--- config.mk ---
export PLATFORM = sky130hd
export DESIGN_NAME = dfacc_cls_mem
export DESIGN_NICKNAME = d
export VERILOG_FILES = /design/src/rtl/dfacc_pkg.sv /design/src/rtl/dfacc_cls_mem.sv
export SDC_FILE = /design/constraint.sdc
export NUM_CORES = 2
export LEC_CHECK = 0
export BUFFER_PORTS_ARGS = -buffer_cell sky130_fd_sc_hd__buf_2
export CAP_MARGIN = 40
export CORE_ASPECT_RATIO = 0.5
export CORE_MARGIN = 2
export CORE_UTILIZATION = 59
export CTS_CLUSTER_DIAMETER = 100
export CTS_CLUSTER_SIZE = 14
export DETAILED_ROUTE_END_ITERATION = 10
export PLACE_DENSITY = 0.79
export RECOVER_POWER = 100
export SLEW_MARGIN = 20
export SYNTH_ARGS = -nofsm -noshare
export SYNTH_HDL_FRONTEND = slang
export SYNTH_SLANG_ARGS = --single-unit
--- constraint.sdc ---
create_clock -name clock -period 2.6 [get_ports clock]
set_input_delay 0.26 -clock clock [delete_from_list [all_inputs] [get_ports clock]]
set_output_delay 0.26 -clock clock [all_outputs]
set_load 0.005 [all_outputs]
--- src/rtl/dfacc_pkg.sv ---
// Shared types, constants and character-class tests for the lexer DFA step block.
package dfacc_pkg;

   localparam int STATE_COUNT_DEF = 64;
   localparam int STATE_W         = 6;
   localparam int SYM_W           = 9;
   localparam int SIU_W           = 7;
   localparam int CLASS_KEYS      = 9;
   localparam int LIT_KEYS        = 256;
   localparam int CNT_W           = 11;

   localparam logic [SIU_W-1:0] SIU_RESET = 7'd64;
   localparam logic [SYM_W-1:0] KEY_LAST  = 9'd264;

   // request kinds carried in req_tuser
   localparam logic FUNC_WRITE = 1'b0;
   localparam logic FUNC_STEP  = 1'b1;

   // class lanes, in lookup priority order
   localparam int CLS_LETTER  = 0;
   localparam int CLS_SPACE   = 1;
   localparam int CLS_DIGIT   = 2;
   localparam int CLS_NZDIGIT = 3;
   localparam int CLS_OCTAL   = 4;
   localparam int CLS_HEX     = 5;
   localparam int CLS_DQ_STR  = 6;
   localparam int CLS_SQ_STR  = 7;
   localparam int CLS_NO_BSL  = 8;

   localparam logic [7:0] CH_ZERO   = 8'h30;
   localparam logic [7:0] CH_EIGHT  = 8'h38;
   localparam logic [7:0] CH_NINE   = 8'h39;
   localparam logic [7:0] CH_LO_A   = 8'h61;
   localparam logic [7:0] CH_LO_F   = 8'h66;
   localparam logic [7:0] CH_LO_Z   = 8'h7A;
   localparam logic [7:0] CH_UP_A   = 8'h41;
   localparam logic [7:0] CH_UP_F   = 8'h46;
   localparam logic [7:0] CH_UP_Z   = 8'h5A;
   localparam logic [7:0] CH_BSL    = 8'h5C;
   localparam logic [7:0] CH_NL     = 8'h0A;
   localparam logic [7:0] CH_DQUOTE = 8'h22;
   localparam logic [7:0] CH_SQUOTE = 8'h27;
   localparam logic [7:0] CH_SPACE  = 8'h20;
   localparam logic [7:0] CH_TAB    = 8'h09;
   localparam logic [7:0] CH_CR     = 8'h0D;

   typedef struct packed {
      logic               valid;
      logic [STATE_W-1:0] state;
   } entry_type;

   typedef struct packed {
      logic      en;
      entry_type data;
   } lit_wr_type;

   typedef struct packed {
      logic                  en;
      logic [CLASS_KEYS-1:0] mask;
      entry_type             data;
   } cls_wr_type;

   // item held between memory read and result register
   typedef struct packed {
      logic       step;
      logic       ok;
      logic [7:0] ch;
   } s1_type;

   typedef struct packed {
      logic               found;
      logic [STATE_W-1:0] next_state;
   } rsp_type;

   function automatic logic [CLASS_KEYS-1:0] class_hits(input logic [7:0] c);
      logic [CLASS_KEYS-1:0] h;
      logic                  dig;
      dig = (c >= CH_ZERO) && (c <= CH_NINE);
      h[CLS_LETTER]  = ((c >= CH_UP_A) && (c <= CH_UP_Z)) || ((c >= CH_LO_A) && (c <= CH_LO_Z));
      h[CLS_SPACE]   = (c == CH_SPACE) || ((c >= CH_TAB) && (c <= CH_CR));
      h[CLS_DIGIT]   = dig;
      h[CLS_NZDIGIT] = dig && (c != CH_ZERO);
      h[CLS_OCTAL]   = dig && (c != CH_EIGHT) && (c != CH_NINE);
      h[CLS_HEX]     = dig || ((c >= CH_LO_A) && (c <= CH_LO_F))
                           || ((c >= CH_UP_A) && (c <= CH_UP_F));
      h[CLS_DQ_STR]  = (c != CH_BSL) && (c != CH_DQUOTE) && (c != CH_NL);
      h[CLS_SQ_STR]  = (c != CH_BSL) && (c != CH_SQUOTE) && (c != CH_NL);
      h[CLS_NO_BSL]  = (c != CH_BSL);
      return h;
   endfunction

endpackage

--- src/rtl/dfacc_cls_mem.sv ---
// Class transition memory: one row of nine class entries per state, lane-masked writes.
module dfacc_cls_mem import dfacc_pkg::*; #(
   parameter int STATE_COUNT = STATE_COUNT_DEF
) (
   input  logic                                  clock,
   input  cls_wr_type                            wr,
   input  logic [$clog2(STATE_COUNT)-1:0]        wr_row,
   input  logic                                  rd_en,
   input  logic [$clog2(STATE_COUNT)-1:0]        rd_row,
   output entry_type [CLASS_KEYS-1:0]            rd_data_ff
);

   entry_type [CLASS_KEYS-1:0] mem [STATE_COUNT];

   always_ff @(posedge clock) begin
      for (int l = 0; l < CLASS_KEYS; l++) begin
         if (wr.en && wr.mask[l]) begin
            mem[wr_row][l] <= wr.data;
         end
      end
      if (rd_en) begin
         rd_data_ff <= mem[rd_row];
      end
   end

endmodule

== After elaboration in Yosys (flattened, before gate mapping) ==
Memory sizes are Yosys's and may differ from the RTL's. A register that Yosys moved wholly into a read port is not among the register bits.
Index checks and enable logic that the tools add are counted.

* Flip-flop bits (word level): 0
* Bits in writable memories: 4,032
* Bits of input ports: 31
* Output and inout bits: 63
* Word-level logic and storage cells: 28
* Memories: 1

* Muxes and demuxes: 18
* Reductions and logical operators: 9

{| class="wikitable"
|+ Memory list
! name !! words !! bits a word !! read ports !! clocked after memory_dff !! write ports !! RTL line !! RTL
|-
| mem || 64 || 63 || 1 || 1 || 1 || dfacc_cls_mem.sv:13 || <nowiki>entry_type [CLASS_KEYS-1:0] mem [STATE_COUNT];</nowiki>
|}

{| class="wikitable"
|+ Operator list
! cell !! number
|-
| $mux W1 || 18
|-
| $logic_and A1 B1 Y1 || 9
|}

== Depth between registers and ports, before layout ==
* Word-level depth: 3
* Depth in mapped cells: 9
* Mapped depth without buffers: 5

== Least setup slack after synthesis ==
Ideal clock, no wire load.

* Path kind: input port to flip-flop
* From: in rd_row[1]
* To: reg rd_data_ff[14] (netlist name)
* Library setup time: 0.255 ns
* Arrival: 1.794 ns
* Required time: 2.345 ns
* Slack: 0.551 ns
* Cell stages on the path: 8
* Path buffers: 4
* Cells stage by stage: buf_2 -> buf_4 -> buf_2 -> clkbuf_1 -> mux4_2 -> a22oi_1 -> nand4_1 -> and3_1

{| class="wikitable"
|+ RTL lines
! item !! RTL line !! RTL
|-
| from (decl) || dfacc_cls_mem.sv:9 || <nowiki>input logic [$clog2(STATE_COUNT)-1:0] rd_row,</nowiki>
|}

== Final worst setup path ==
* From: in wr_row[4]
* To: mem mem[8][21] (netlist name) (enable)

{| class="wikitable"
|+ RTL lines
! item !! RTL line !! RTL
|-
| from (decl) || dfacc_cls_mem.sv:7 || <nowiki>input logic [$clog2(STATE_COUNT)-1:0] wr_row,</nowiki>
|-
| to (decl) || dfacc_cls_mem.sv:13 ||
|}

Straight into the memory's write port.

==> flow_metrics.env <==
export IMPL_timing_fmax_mhz=359.4
export IMPL_p_sw_share_pct=21.64
export IMPL_slew_headroom_pct=-64.09
export IMPL_cts_num_sinks=4095
export IMPL_netlist_area_um2=157200
export IMPL_clock_latency_ns=0.91
export IMPL_finalSetupViolCount=149
export IMPL_failed_checks="max-capacitance violations, max-slew violations, negative setup slack"
export IMPL_fin_util_pct=66.57
export IMPL_holdWs_ns=0.1114
export IMPL_drc=0
export IMPL_layout_common_cells="4,095 x edfxtp_1, 1,008 x mux4_2, 619 x nor2_1"
export IMPL_cts_resized_gates=0
export IMPL_max_stage_delay_ns=1.57
export IMPL_path_delay_family="buffers and inverters"
export IMPL_crit_buf_inv=3
export IMPL_r2r_start="mem[16][40]"
export IMPL_yosys_area_top_type="edfxtp_1"
export IMPL_vias=84692
export IMPL_grt_pass1_wl_mm=626.3
export IMPL_die_x_um=734.1
export IMPL_syn_to_final_growth_pct=11.74
export IMPL_fin_crit_ns=2.782
export IMPL_crit_path_end_kind="flip-flop"
export IMPL_overflow=0
export IMPL_netSwitchingPower_mw=27.37
export IMPL_routed_wl_mm=446.5
export IMPL_ant_nets=0
export IMPL_yosysTopAreaCellShare_pct=78.21
export IMPL_ys_seq_elements=4095
export IMPL_critical_path_required_ns=3.05
export IMPL_arrival_ns=3.24
export IMPL_pin_count=94
export IMPL_cts_tree="done"
export IMPL_synth_edff_count=4095
export IMPL_worst_pin_slew_ns=2.461
export IMPL_synth_async_sr_flop_share_pct=0
export IMPL_slew_viol_final=885
export IMPL_drt_iter0_markers=15501
export IMPL_cts_path_max_buffers=4
export IMPL_std_cell_rows=133
export IMPL_mostFrequentLayoutCell="edfxtp_1"
export IMPL_placeableCoreArea_um2=263900
export IMPL_nets=8151
export IMPL_dominantRegCellSynth="edfxtp_1"
export IMPL_start_util_pct=59.57
export IMPL_cp_slowest_cell="clkbuf_1"
export IMPL_path_common_cell="clkbuf_1"
export IMPL_first_pass_iters=9
export IMPL_power_mw=126.5
export IMPL_intPower_mw=99.09
export IMPL_rsz0062_at_grt="no"
export IMPL_path_depth=6
export IMPL_drive_above_1_share_pct=24.25
export IMPL_timing_rr_end="rd_data_ff[40]"
export IMPL_critical_path_startpoint="wr_row[4]"
export IMPL_powerDensity_nw_per_um2=719.8
export IMPL_setup_ws_ns=-0.1824
export IMPL_fin_skew_ns=0.04376
export IMPL_place_gp_congestion=0.8847
export IMPL_pwr_share_comb_pct=6.0
export IMPL_synth_nets=7342
export IMPL_first_global_vias=84156
export IMPL_synth_cells=7311
export IMPL_hold_viol_final=0
export IMPL_start_kind="input pin"
export IMPL_ys_types=37
export IMPL_chipHeight_um=369.0
export IMPL_cts_made_buffers=334
export IMPL_critical_path_endpoint="mem[8][21]"
export IMPL_status="finished with violations"
export IMPL_drt_wirelength_per_cell_um=38.07
export IMPL_grt_max_degree=120
export IMPL_period_share_pct=107.0
export IMPL_yosysSeqAreaShare_pct=78.21
export IMPL_htree_levels=5
export IMPL_cp_cell_sequence="clkbuf_1 -> nor3b_1 -> clkbuf_1 -> nand2_1 -> clkbuf_1 -> nor2_1"
export IMPL_share_seq_of_total_power_pct=58.0
export IMPL_power_leakage_nw=54.53
export IMPL_clk_pin_slew_worst_paths_ns=0.07
export IMPL_min_path_type="input pin to flip-flop"
export IMPL_clockRootBuffer="clkbuf_16"
export IMPL_worstHoldPathCells=4
export IMPL_dp_hpwl_mm=273.2
export IMPL_via_per_inst=7.221
export IMPL_rr_worst_depth=5
export IMPL_track_usage_pct=32.92
export IMPL_port_buffer_count=93
export IMPL_yosysWarnings=0
export IMPL_crit_fanout=9
export IMPL_power_share_clock_pct=36.0
export IMPL_critPathKind="input pin to flip-flop"
export IMPL_vdd_drop_max_mv=0.7725
export IMPL_syn_area_per_cell_um2=21.51
export IMPL_dieArea_um2=270900
export IMPL_maxCapViolCount=35
export IMPL_reg2reg_slack_ns=0.03
export IMPL_synth_area_leaders="edfxtp_1 78%, mux4_2 14%, nor2_1 1.5%, mux2i_1 0.78%, a22oi_1 0.60%"
export IMPL_postCtsHoldBufs=8
export IMPL_cts_setup_buffers=0
export IMPL_antenna_found_initial=51
## worst min path at each step
stage	from	to
after floorplan	wr[0]	mem[0][0]
after global placement	wr[6]	mem[62][27]
after detailed placement	wr[6]	mem[62][27]
after CTS	wr[12]	mem[40][35]
after global routing	wr[12]	mem[40][35]
final	wr[12]	mem[40][35]
## power groups by stage
| stage | Clock (mW) | Combinational [mW] | Sequential (mW) |
|---|---|---|---|
| after floorplan | 0 | 3.44 | 74.5 |
| after global placement | 0 | 7.28 | 74.7 |
| after detailed placement | 0 | 7.46 | 74.7 |
| after CTS | 45.4 | 7.61 | 73.3 |
| after global routing | 47.5 | 7.78 | 73.3 |
| final | 45.5 | 7.63 | 73.3 |
## kinds of logic after synthesis
logic type / synth area share [%]
flops: 78.21
simple gates: 3.448
mux: 15.23
buf+inv: 1.391
compound gates: 1.724
## layer usage
layer	vias up	wire, um	track usage [%]
li1	31890	-	-
met1	43216	143700	43.42
met2	8097	204300	49.75
met3	1459	70690	10.92
met4	30	27450	16.93
met5	-	272	0.2116
## area by class of cell
cell class / count / area [um^2]
diodes: 77 / 192.7
clock buffers: 342 / 8558
flip-flops and latches: 4095 / 123000
well taps: 3510 / 4392
inverters: 18 / 67.56
fillers: 15596 / 88240
clock inverters: 15 / 205.2
multi-input cells: 2755 / 32150
repair buffers: 916 / 7156
## registers in the layout (all words and copies together) (netlist names)
signal / cells
mem: 4032
rd_data_ff: 63
## cells in the mapped netlist (all sizes together) (23+ instances only)
cell type,number
a22oi,126
a41oi,23
and3,24
buf,226
clkbuf,217
edfxtp,4095
mux2i,123
mux4,1008
nand2,250
nand3,167
nand4,85
nor2,622
nor2b,26
o21ai,41
o221ai,43
o22ai,85
or2,25
or3,25
## stage by stage
step / setup slack, ns / area [um^2] / instances / setup TNS (ns)
after detailed placement: -0.5853 / 168300 / 11268 / -10.88
after floorplan: 0.5514 / 157200 / 7311 / 0
after global placement: -0.6476 / 168300 / 11262 / -10.26
final: -0.1824 / 175700 / 11728 / -7.636
after CTS: 0.1321 / 177100 / 11633 / 0
after global routing: 0.006813 / 175500 / 11657 / 0
## worst min-delay path: stages
cell and delay [ns]:
buf_2 0.08, nand2_2 0.07, buf_12 0.22, nor2_1 0.19
(Power assumes the default switching activity.)
