--- config.mk ---
export PLATFORM = sky130hd
export DESIGN_NAME = dfacc_pick
export DESIGN_NICKNAME = d
export VERILOG_FILES = /design/src/rtl/dfacc_pkg.sv /design/src/rtl/dfacc_pick.sv
export SDC_FILE = /design/constraint.sdc
export NUM_CORES = 1
export LEC_CHECK = 0
export BUFFER_PORTS_ARGS = -buffer_cell sky130_fd_sc_hd__buf_2
export CAP_MARGIN = 10
export CORE_UTILIZATION = 45
export DETAILED_ROUTE_END_ITERATION = 6
export GPL_TIMING_DRIVEN = 0
export MAX_ROUTING_LAYER = met4
export PLACE_DENSITY = 0.9
export SYNTH_ARGS = -nofsm -noshare
export SYNTH_HDL_FRONTEND = slang
export SYNTH_SLANG_ARGS = --single-unit
--- constraint.sdc ---
create_clock -name vclk -period 4.2
set_clock_uncertainty 0.1 [all_clocks]
set_input_delay 0.21 -clock vclk [all_inputs]
set_output_delay 0.21 -clock vclk [all_outputs]
set_load 0.005 [all_outputs]
--- src/rtl/dfacc_pkg.sv ---
// Shared types, constants and character-class tests for the lexer DFA step block.
package dfacc_pkg;

   localparam int STATE_COUNT_DEF = 64;
   localparam int STATE_W         = 6;
   localparam int SYM_W           = 9;
   localparam int SIU_W           = 7;
   localparam int CLASS_KEYS      = 9;
   localparam int LIT_KEYS        = 256;
   localparam int CNT_W           = 11;

   localparam logic [SIU_W-1:0] SIU_RESET = 7'd64;
   localparam logic [SYM_W-1:0] KEY_LAST  = 9'd264;

   // request kinds carried in req_tuser
   localparam logic FUNC_WRITE = 1'b0;
   localparam logic FUNC_STEP  = 1'b1;

   // class lanes, in lookup priority order
   localparam int CLS_LETTER  = 0;
   localparam int CLS_SPACE   = 1;
   localparam int CLS_DIGIT   = 2;
   localparam int CLS_NZDIGIT = 3;
   localparam int CLS_OCTAL   = 4;
   localparam int CLS_HEX     = 5;
   localparam int CLS_DQ_STR  = 6;
   localparam int CLS_SQ_STR  = 7;
   localparam int CLS_NO_BSL  = 8;

   localparam logic [7:0] CH_ZERO   = 8'h30;
   localparam logic [7:0] CH_EIGHT  = 8'h38;
   localparam logic [7:0] CH_NINE   = 8'h39;
   localparam logic [7:0] CH_LO_A   = 8'h61;
   localparam logic [7:0] CH_LO_F   = 8'h66;
   localparam logic [7:0] CH_LO_Z   = 8'h7A;
   localparam logic [7:0] CH_UP_A   = 8'h41;
   localparam logic [7:0] CH_UP_F   = 8'h46;
   localparam logic [7:0] CH_UP_Z   = 8'h5A;
   localparam logic [7:0] CH_BSL    = 8'h5C;
   localparam logic [7:0] CH_NL     = 8'h0A;
   localparam logic [7:0] CH_DQUOTE = 8'h22;
   localparam logic [7:0] CH_SQUOTE = 8'h27;
   localparam logic [7:0] CH_SPACE  = 8'h20;
   localparam logic [7:0] CH_TAB    = 8'h09;
   localparam logic [7:0] CH_CR     = 8'h0D;

   typedef struct packed {
      logic               valid;
      logic [STATE_W-1:0] state;
   } entry_type;

   typedef struct packed {
      logic      en;
      entry_type data;
   } lit_wr_type;

   typedef struct packed {
      logic                  en;
      logic [CLASS_KEYS-1:0] mask;
      entry_type             data;
   } cls_wr_type;

   // item held between memory read and result register
   typedef struct packed {
      logic       step;
      logic       ok;
      logic [7:0] ch;
   } s1_type;

   typedef struct packed {
      logic               found;
      logic [STATE_W-1:0] next_state;
   } rsp_type;

   function automatic logic [CLASS_KEYS-1:0] class_hits(input logic [7:0] c);
      logic [CLASS_KEYS-1:0] h;
      logic                  dig;
      dig = (c >= CH_ZERO) && (c <= CH_NINE);
      h[CLS_LETTER]  = ((c >= CH_UP_A) && (c <= CH_UP_Z)) || ((c >= CH_LO_A) && (c <= CH_LO_Z));
      h[CLS_SPACE]   = (c == CH_SPACE) || ((c >= CH_TAB) && (c <= CH_CR));
      h[CLS_DIGIT]   = dig;
      h[CLS_NZDIGIT] = dig && (c != CH_ZERO);
      h[CLS_OCTAL]   = dig && (c != CH_EIGHT) && (c != CH_NINE);
      h[CLS_HEX]     = dig || ((c >= CH_LO_A) && (c <= CH_LO_F))
                           || ((c >= CH_UP_A) && (c <= CH_UP_F));
      h[CLS_DQ_STR]  = (c != CH_BSL) && (c != CH_DQUOTE) && (c != CH_NL);
      h[CLS_SQ_STR]  = (c != CH_BSL) && (c != CH_SQUOTE) && (c != CH_NL);
      h[CLS_NO_BSL]  = (c != CH_BSL);
      return h;
   endfunction

endpackage

--- src/rtl/dfacc_pick.sv ---
// Result select: literal entry first, then the first present class whose test holds.
module dfacc_pick import dfacc_pkg::*; (
   input  s1_type                     s1,
   input  entry_type                  lit,
   input  entry_type [CLASS_KEYS-1:0] cls,
   output rsp_type                    rsp
);

   logic [CLASS_KEYS-1:0] hits;

   always_comb begin
      hits = class_hits(s1.ch);
      rsp  = '0;
      if (!s1.step) begin
         rsp.found = s1.ok;
      end else if (s1.ok) begin
         if (lit.valid) begin
            rsp.found      = 1'b1;
            rsp.next_state = lit.state;
         end else begin
            for (int k = CLASS_KEYS - 1; k >= 0; k--) begin
               // lowest lane wins, so walk down
               if (cls[k].valid && hits[k]) begin
                  rsp.found      = 1'b1;
                  rsp.next_state = cls[k].state;
               end
            end
         end
      end
   end

endmodule

* Yosys cells after proc, flatten, opt, wreduce, memory -nomap -nowiden
Index checks and enable logic that the tools add are counted.
** Word-level totals
- Flip-flop bits (word level) :: 0
- Bits of input ports :: 80
** Operators by class
- $lt $le $gt $ge :: 10
- Eq/ne operators :: 8
- Mux-type cells :: 13
- Reduce and logical (&&, ||, !) cells :: 26
** Operators with widths (count)
- $mux W7 :: 11
- $ne A8 B6 Y1 const B :: 5
- $le A8 B7 Y1 const B :: 4
- $logic_and A1 B1 Y1 :: 22
- $ge A8 B7 Y1 const B :: 2
- $eq A8 B6 Y1 const B :: 1
- $ge A8 B4 Y1 const B :: 1
- $ge A8 B6 Y1 const B :: 1
- $le A8 B4 Y1 const B :: 1
- $le A8 B6 Y1 const B :: 1
- $ne A8 B4 Y1 const B :: 1
- $ne A8 B7 Y1 const B :: 1
- $mux W6 :: 1
- $logic_or A1 B1 Y1 :: 4
- $mux W1 :: 1

* Longest topological paths before layout
Gate-level depths: netlist (run 1).
- Word-level depth :: 15
- Mapped depth :: 8
- Mapped depth without buffers :: 6

* Least setup slack after synthesis (run 1)
OpenSTA, ideal clock, no wires.
- Path type :: input-to-output
- From :: input s1[3] (netlist bit)
- To :: output rsp[1] (netlist bit)
- Arrival :: 2.011 ns
- Data required time :: 3.890 ns
- Slack :: 1.879 ns
- Stages on the path :: 6
- Path buffers :: 0
- Path through :: or4b_4 o21a_4 a211o_1 a311o_1 a211oi_1 o221a_1
** RTL lines
- start: declaration :: line dfacc_pick.sv:3 : input s1_type s1,
- end: declaration :: line dfacc_pick.sv:6 : output rsp_type rsp

==> results_dict.tcl, run 1 <==
set metrics [dict create \
    critPathBufInv 2 \
    routabilityCongestion 0.896 \
    clkbuf_count 0 \
    synthDistinctLibCells 57 \
    rsz0062_at_grt "false" \
    hold_buffers 0 \
    synth_common_cells "nand2_1, nor2_1, inv_1, nand3_1, o21ai_0" \
    grt-ovfl-total 0 \
    synth_area_leaders "a22oi_1, nand2_1, nand3_1" \
    wl_um 3870 \
    holdPathStages 3 \
    critPathCaptureType "output pin" \
    fmax_ghz 0.345 \
    slowest_stage "or4b_1" \
    fin_crit_ns 2.90 \
    crit_top_cell "buf_2" \
    slew_violations 0 \
    min_to "rsp[6]" \
    wl_met1_um 1590 \
    vdd_drop_max_mv 0.0457 \
    die_h_um 51.3 \
    synth_seq_area_share 0 \
    area.sequential_um2 0 \
    power.density_mw_per_mm2 77.6 \
    yosysWarnings 0 \
    grt_pass1_vias 1444 \
    dr.pass1.iters 5 \
    crit_family "compound AO/OA/AOI/OAI gates" \
    post_cts_resized 0 \
    final_cells 275 \
    start_kind "input port" \
    period_share 0.690 \
    avgSynthCellArea_um2 6.74 \
    dpl.hpwl_um 3290 \
    vias 1647 \
    synth_top_area_cell "a22oi_1" \
    status "complete, no violations" \
    crit_required_ns 3.89 \
    hp-start "s1[8]" \
    leakage_nw 0.769 \
    vias_per_cell 5.99 \
    setup_viol 0 \
    antenna_found_initial 0 \
    wl_met3_um 333 \
    rows 17 \
    arrival_ns 2.59 \
    drive_above_1_share 0.437 \
    dr.first_iter.drc_count 97 \
    crit_chain "buf_2 > or4b_1 > o41ai_1 > a21oi_1 > a221oi_1 > o21ai_0 > a41o_1 > buf_2" \
    num-fill-cells 215 \
    numPortBuffers 85 \
    critical_path_class "input port to output pin" \
    hold_viol 0 \
    syn_nets 242 \
    dp_cells 275 \
    post_drt_wl_per_cell_um 14.1 \
    ant_nets 0 \
    slew_headroom 0.568 \
    layout_setup_ws_ns 1.30 \
    synth_most_common_cell "nand2_1" \
    grt_pass1_wl_um 6060 \
    core_area_mm2 0.00225 \
    die_x_um 51.3 \
    seq_cells 0 \
    nNetsFinal 329 \
    critPathMaxFanout 9 \
    cts_setup_buffers 0 \
    netlist.area_leader.share 0.0481 \
    diodes 0 \
    track_usage 0.295 \
    multi_input_area_um2 983 \
    hold_class "input port to output pin" \
    dp_slack_ns 1.39 \
    initial_utilization 0.484 \
    io_pins 87 \
    routed.top_layer "met4" \
    grt_max_degree 11 \
    setup_tns_ns 0 \
    syn_inst 162 \
    area_growth_pct 42.2 \
    cpPeakStageDelay_ns 0.56 \
    remaining_drc_errors 0 \
    drv_cap 0 \
    wl_met2_um 1850 \
    die-area_mm2 0.00263 \
    synth.cell_area_mm2 0.00109 \
    tightest_slew_ns 0.649 \
]
cell type report:
type                            instances  area share
Buffer                                  9      0.0483
Tap cell                               28      0.0226
Timing Repair Buffer                   85       0.274
Multi-Input combinational cell        144       0.633
Inverter                                9      0.0218
routing by layer:
| layer | global-route usage | vias up |
|---|---|---|
| li1 | - | 828 |
| met1 | 0.386 | 721 |
| met2 | 0.498 | 90 |
| met3 | 0.0149 | 8 |
| met4 | 0.0721 | 0 |
| met5 | - | - |
cell families (layout without fill, tap and decap cells):
family | Yosys count | after routing | synth area share
simple gates | 79 | 79 | 0.427
buf+inv | 18 | 103 | 0.0997
compound gates | 65 | 65 | 0.473
placed cells by master (no fill, tap or decap), drive strengths merged, types with 2 or more instances in the layout:
| master | count |
|---|---|
| a21boi | 3 |
| nand4 | 2 |
| a21oi | 6 |
| buf | 92 |
| a211oi | 3 |
| nor4 | 3 |
| a21o | 4 |
| nand3 | 9 |
| a41o | 2 |
| o21ai | 9 |
| or4 | 2 |
| o311a | 3 |
| a22oi | 7 |
| o31ai | 2 |
| o31a | 2 |
| nand2b | 4 |
| nor3 | 7 |
| nor4b | 3 |
| inv | 9 |
| or2 | 2 |
| or4b | 4 |
| a221oi | 5 |
| o211ai | 3 |
| nor2 | 12 |
| nand2 | 13 |
| and2 | 5 |
| or3 | 4 |
| a211o | 3 |
| and3 | 2 |
| clkbuf | 2 |
| o22ai | 2 |
worst max-delay path by stage:
stage,start,end,slack (ns),cells after the start
6_report,s1[7],rsp[5],1.30,8
5_1_grt,s1[7],rsp[4],1.20,8
4_1_cts,s1[7],rsp[1],1.37,8
3_5_place_dp,s1[7],rsp[1],1.39,8
3_3_place_gp,s1[7],rsp[1],1.41,8
2_1_floorplan,s1[3],rsp[1],1.88,6
per-stage QoR:
step | area, um2 | power (W) | hold WS (ns) | utilization
5_1_grt | 1550 | 0.000131 | 0.672 | 0.689
6_report | 1550 | 0.000120 | 0.659 | 0.689
2_1_floorplan | 1090 | 0.0000624 | 0.435 | -
3_3_place_gp | 1550 | 0.000117 | 0.648 | 0.689
3_5_place_dp | 1550 | 0.000118 | 0.655 | 0.689
4_1_cts | 1550 | 0.000119 | 0.655 | 0.689
worst min-delay path: stages:
cell and delay [ns]:
buf_2 0.10, a21boi_0 0.11, buf_2 0.12
power breakdown:
group / switching (W) / total [W] / internal, W
sequential: 0 / 0 / 0
combinational: 0.0000576 / 0.000120 / 0.0000629
clock: 0 / 0 / 0
Note: power is estimated with default switching activity, not from simulation.
==> inputs of run 2 (changes only) <==
Settings changed: ABC_AREA set to 1, CORE_UTILIZATION 45 to 42, PLACE_DENSITY 0.9 to 0.85.
Clock period 4.2 ns to 2.9 ns, I/O delays scaled along.
==> run 2 against run 1 <==
Compared with the run above:
- flip-flop and latch count unchanged
- first-iteration DRC count decreased by 72%
- combinational power increased by 51%
- critical path depth increased by 8
==> results_dict.tcl, run 2 <==
set metrics [dict create \
    slowest_stage "nor3_1" \
    post_cts_resized 0 \
    die_x_um 53.2 \
    crit_top_cell "nand2_1" \
    tightest_slew_ns 0.576 \
    synth_fa_ha_area_frac 0 \
    numPortBuffers 87 \
    rsz0062_at_grt "false" \
    grt_max_degree 11 \
    hold_class "input port to output pin" \
    critPathCaptureType "output pin" \
    syn_inst 215 \
    pwr-share-comb 1.000 \
    crit_chain "buf_2 > inv_1 > nand2_1 > nor3_1 > nand3_1 > nand2_1 > nand2_1 > buf_6 > o21ai_1 > o21bai_1 > nand2_1 > nand2_1 > nand2_1 > nand2_1 > a21oi_2 > buf_2" \
    fmax_ghz 0.512 \
    final_cell_mix "buf_2, nand2_1, nor2_1" \
    hp-start "s1[8]" \
    diodes 0 \
    leakage_nw 0.908 \
    synth_area_leaders "nand2_1, nor2_1, a21oi_1" \
    io_pins 87 \
    synth_top_family_by_area "simple AND/OR/NAND/NOR gates" \
    period_share 0.674 \
    avgSynthCellArea_um2 5.12 \
    die-area_mm2 0.00283 \
    cts_setup_buffers 0 \
    ant_nets 0 \
    yosysWarnings 0 \
    slew_headroom 0.616 \
    critical_path_class "input port to output pin" \
    setup_tns_ns 0 \
    synth.cell_area_mm2 0.00110 \
    critPathBufInv 4 \
    drv_cap 0 \
    vias_per_cell 4.85 \
    grt_pass1_wl_um 4950 \
    layout_setup_ws_ns 0.947 \
    synth-xor-area-share 0 \
    core_area_mm2 0.00248 \
    clkbuf_count 0 \
    routabilityCongestion 0.853 \
    dr.pass1.iters 4 \
    synth_most_common_cell "nand2_1" \
    hold_viol 0 \
    start_kind "input port" \
    power.internal_w 0.0000824 \
    seq_cells 0 \
    synth_common_cells "nand2_1, nor2_1, inv_1" \
    crit_family "simple AND/OR/NAND/NOR gates" \
    critPathMaxFanout 10 \
    antenna_found_initial 0 \
    p_seq_frac 0 \
    nNetsFinal 384 \
    slew_violations 0 \
    power.density_mw_per_mm2 115 \
    rows 18 \
    p_sw_frac 0.546 \
    synth_top_area_cell "nand2_1" \
    setup_viol 0 \
    status "complete, no violations" \
    hold_buffers 0 \
    netlist.area_leader.share 0.215 \
    startpoint "s1[7]" \
    initial_utilization 0.444 \
    area_growth_pct 43.0 \
    die_h_um 53.2 \
    area.sequential_um2 0 \
    synth_mux_area_frac 0 \
    synthDistinctLibCells 30 \
    grt-ovfl-total 0 \
    synth-compound-area-share 0.289 \
    synth_seq_area_share 0 \
    vdd_drop_max_mv 0.0702 \
    dr.first_iter.drc_count 27 \
    wl_um 3300 \
    mostFrequentLayoutCell "buf_2" \
    crit_required_ns 2.65 \
    dp_slack_ns 0.942 \
    vias 1611 \
    synthSimpleGateAreaFrac 0.593 \
    arrival_ns 1.71 \
    drive_above_1_share 0.430 \
    track_usage 0.233 \
    total_power_w 0.000181 \
    power_switching_w 0.0000991 \
    clkPwrFrac 0 \
    remaining_drc_errors 0 \
    cpPeakStageDelay_ns 0.17 \
    post_drt_wl_per_cell_um 9.95 \
    grt_pass1_vias 1246 \
    syn_nets 295 \
    num-fill-cells 279 \
    dpl.hpwl_um 2860 \
    fin_crit_ns 1.95 \
]
[run 2: metal layers]
layer	GRT usage	part of all wire	up-vias
met1	0.296	0.45	693
met3	0.0115	0.056	0
met2	0.428	0.49	41
li1	-	-	877
met4	0	0	0
met5	-	0	-
[run 2: cell families (layout without fill, tap and decap cells)]
group | Yosys count | count (layout)
AO/OA/AOI/OAI | 49 | 49
AND/OR/NAND/NOR | 134 | 134
buffers and inverters | 32 | 119
[run 2: final timing paths]
path | cells past startpoint | end
min | 4 | rsp[6]
max | 16 | rsp[3]
[run 2: through the flow]
stage / instance area [um2] / cells / hold WS (ns) / util
after floorplan: 1100 / 215 / 0.269 / -
after global placement: 1570 / 332 / 0.459 / 0.635
after detailed placement: 1570 / 332 / 0.463 / 0.635
after CTS: 1570 / 332 / 0.464 / 0.635
after global routing: 1570 / 332 / 0.490 / 0.635
final: 1570 / 332 / 0.462 / 0.635
[run 2: power groups by stage]
stage                     clock [W]  sequential (W)  combinational, W
after floorplan                   0               0         0.0000982
after global placement            0               0          0.000179
after detailed placement          0               0          0.000181
after CTS                         0               0          0.000182
after global routing              0               0          0.000205
final                             0               0          0.000181
[run 2: final cells by class]
| class | instances | area, um2 | area share |
|---|---|---|---|
| Multi-Input combinational cell | 183 | 970 | 0.617 |
| Timing Repair Buffer | 87 | 435 | 0.277 |
| Buffer | 1 | 11.3 | 0.00716 |
| Inverter | 31 | 119 | 0.0756 |
| Tap cell | 30 | 37.5 | 0.0239 |
[run 2: worst min-delay path: stages]
cell,delay (ns)
buf_2,0.08
nand2_1,0.04
inv_1,0.04
buf_2,0.10
==> inputs of run 3 (changes only) <==
Clock period 2.9 ns to 1.8 ns, I/O delays scaled along.
==> run 3 against run 2 <==
Compared with the run above:
- the flow now finishes with violations (setup timing)
- core utilization up 14 points
- combinational power up 110%
- global-route usage up 0.85 points
- first-iteration DRC count up 56%
- largest cell class unchanged
- flip-flop and latch count unchanged
- worst setup slack worse by 0.99 ns
- die area unchanged
- critical endpoint is now rsp[1]
==> results_dict.tcl, run 3 (synthesis gave the netlist of run 2 again) <==
set metrics [dict create \
    setup_viol 4 \
    wl_um 4360 \
    status "complete, but fails checks" \
    fin_crit_ns 1.84 \
    crit_chain "buf_12 > clkinv_8 > nor2_4 > nand2_2 > nor2_4 > nor2_4 > nand2_4 > buf_4 > nand3_1 > nand3_1 > nand3_1 > nand2_1 > nand2_1 > nand2_1 > nand2_1 > a21oi_2 > buf_2" \
    power.density_mw_per_mm2 201 \
    initial_utilization 0.444 \
    hold_viol 0 \
    core_area_mm2 0.00248 \
    vdd_drop_max_mv 0.158 \
    dr.pass1.iters 4 \
    wl_met3_um 265 \
    leakage_nw 1.04 \
    area_growth_pct 74.6 \
    grt-ovfl-total 0 \
    dr.first_iter.drc_count 42 \
    slew_headroom 0.616 \
    crit_end "rsp[1]" \
    violations "setup timing" \
    seq_cells 0 \
    clkbuf_count 0 \
    routabilityCongestion 0.853 \
    diodes 0 \
    die_x_um 53.2 \
    critical_path_class "input port to output pin" \
    period_share 1.02 \
    vias_per_cell 5.17 \
    dpl.hpwl_um 2860 \
    ant_nets 0 \
    mostFrequentLayoutCell "buf_2" \
    crit_required_ns 1.61 \
    dp_slack_ns -0.0477 \
    arrival_ns 1.65 \
    layout_setup_ws_ns -0.0421 \
    io_pins 87 \
    grt_max_degree 11 \
    hold_buffers 0 \
    wl_met1_um 1720 \
    remaining_drc_errors 0 \
    crit_top_cell "nand2_1" \
    grt_pass1_vias 1278 \
    grt_pass1_wl_um 5110 \
    tightest_slew_ns 0.576 \
    start_kind "input port" \
    rows 18 \
    startpoint "s1[3]" \
    die_h_um 53.2 \
    die-area_mm2 0.00283 \
    numPortBuffers 87 \
    nNetsFinal 398 \
    hold_class "input port to output pin" \
    drv_cap 0 \
    cpPeakStageDelay_ns 0.25 \
    final_cell_mix "buf_2, nand2_1, nor2_1" \
    slowest_stage "nor2_4" \
    critPathMaxFanout 7 \
    slew_violations 0 \
    setup_tns_ns -0.129 \
    vias 1788 \
    rsz0062_at_grt "true" \
    track_usage 0.241 \
    area.sequential_um2 0 \
    fmax_ghz 0.543 \
    wl_met2_um 2300 \
    routed.top_layer "met4" \
    post_drt_wl_per_cell_um 12.6 \
    critPathCaptureType "output pin" \
    antenna_found_initial 0 \
    holdPathStages 4 \
    drive_above_1_share 0.554 \
]
==> run 3: changes by cell type in the layout (fill, tap and decap cells not counted), moves of 5 or more <==
| cell | delta |
|---|---|
| buf_2 | -7 |
| buf_4 | +9 |
| buf_8 | +5 |
| inv_1 | -5 |
| nand2_1 | -14 |
| nand2_2 | +11 |
| nor2_1 | -5 |
==> run 3: critical path, delay by kind of cell <==
family | cells | cell delay [ns]
simple gates | 12 | 1.05
buf+inv | 4 | 0.47
compound gates | 1 | 0.05
==> run 3: layout make-up <==
cell class,count,area [um2]
multi-input combinational,184,1100
inverter,31,159
fill,210,557
buffer,1,11.3
timing repair buffer,99,608
timing repair inverter,1,6.26
tap,30,37.5
==> run 3: metrics by stage <==
| stage | util | power [W] | hold slack [ns] | instances | instance area (um2) |
|---|---|---|---|---|---|
| 2_1_floorplan | - | 0.000158 | 0.159 | 215 | 1100 |
| 5_1_grt | 0.775 | 0.000421 | 0.380 | 346 | 1920 |
| 4_1_cts | 0.651 | 0.000300 | 0.354 | 334 | 1610 |
| 6_report | 0.775 | 0.000385 | 0.353 | 346 | 1920 |
| 3_3_place_gp | 0.635 | 0.000289 | 0.349 | 332 | 1570 |
| 3_5_place_dp | 0.635 | 0.000292 | 0.353 | 332 | 1570 |
==> run 3: repair_timing <==
action,in CTS,in global routing
gates cloned,0,3
buffers inserted,2,9
pin swaps,3,31
setup endpoints to repair,5,7
gates resized for setup,10,76
==> run 3: metal layers <==
layer,global-route usage,vias up
met4,0,0
met1,0.296,808
met2,0.458,65
met3,0.0115,8
li1,-,907
met5,-,-
==> run 3: how the worst min path moves through the flow <==
stage / start / end
after floorplan: s1[8] / rsp[6]
after global placement: s1[8] / rsp[6]
after detailed placement: s1[8] / rsp[6]
after CTS: s1[8] / rsp[6]
after global routing: s1[8] / rsp[6]
final: s1[8] / rsp[6]
==> run 3: power breakdown <==
part	switching (W)	internal (W)	total (W)	leakage [nW]
combinational	0.000204	0.000181	0.000385	1.04
sequential	0	0	0	0
clock	0	0	0	0
total	0.000204	0.000181	0.000385	1.04
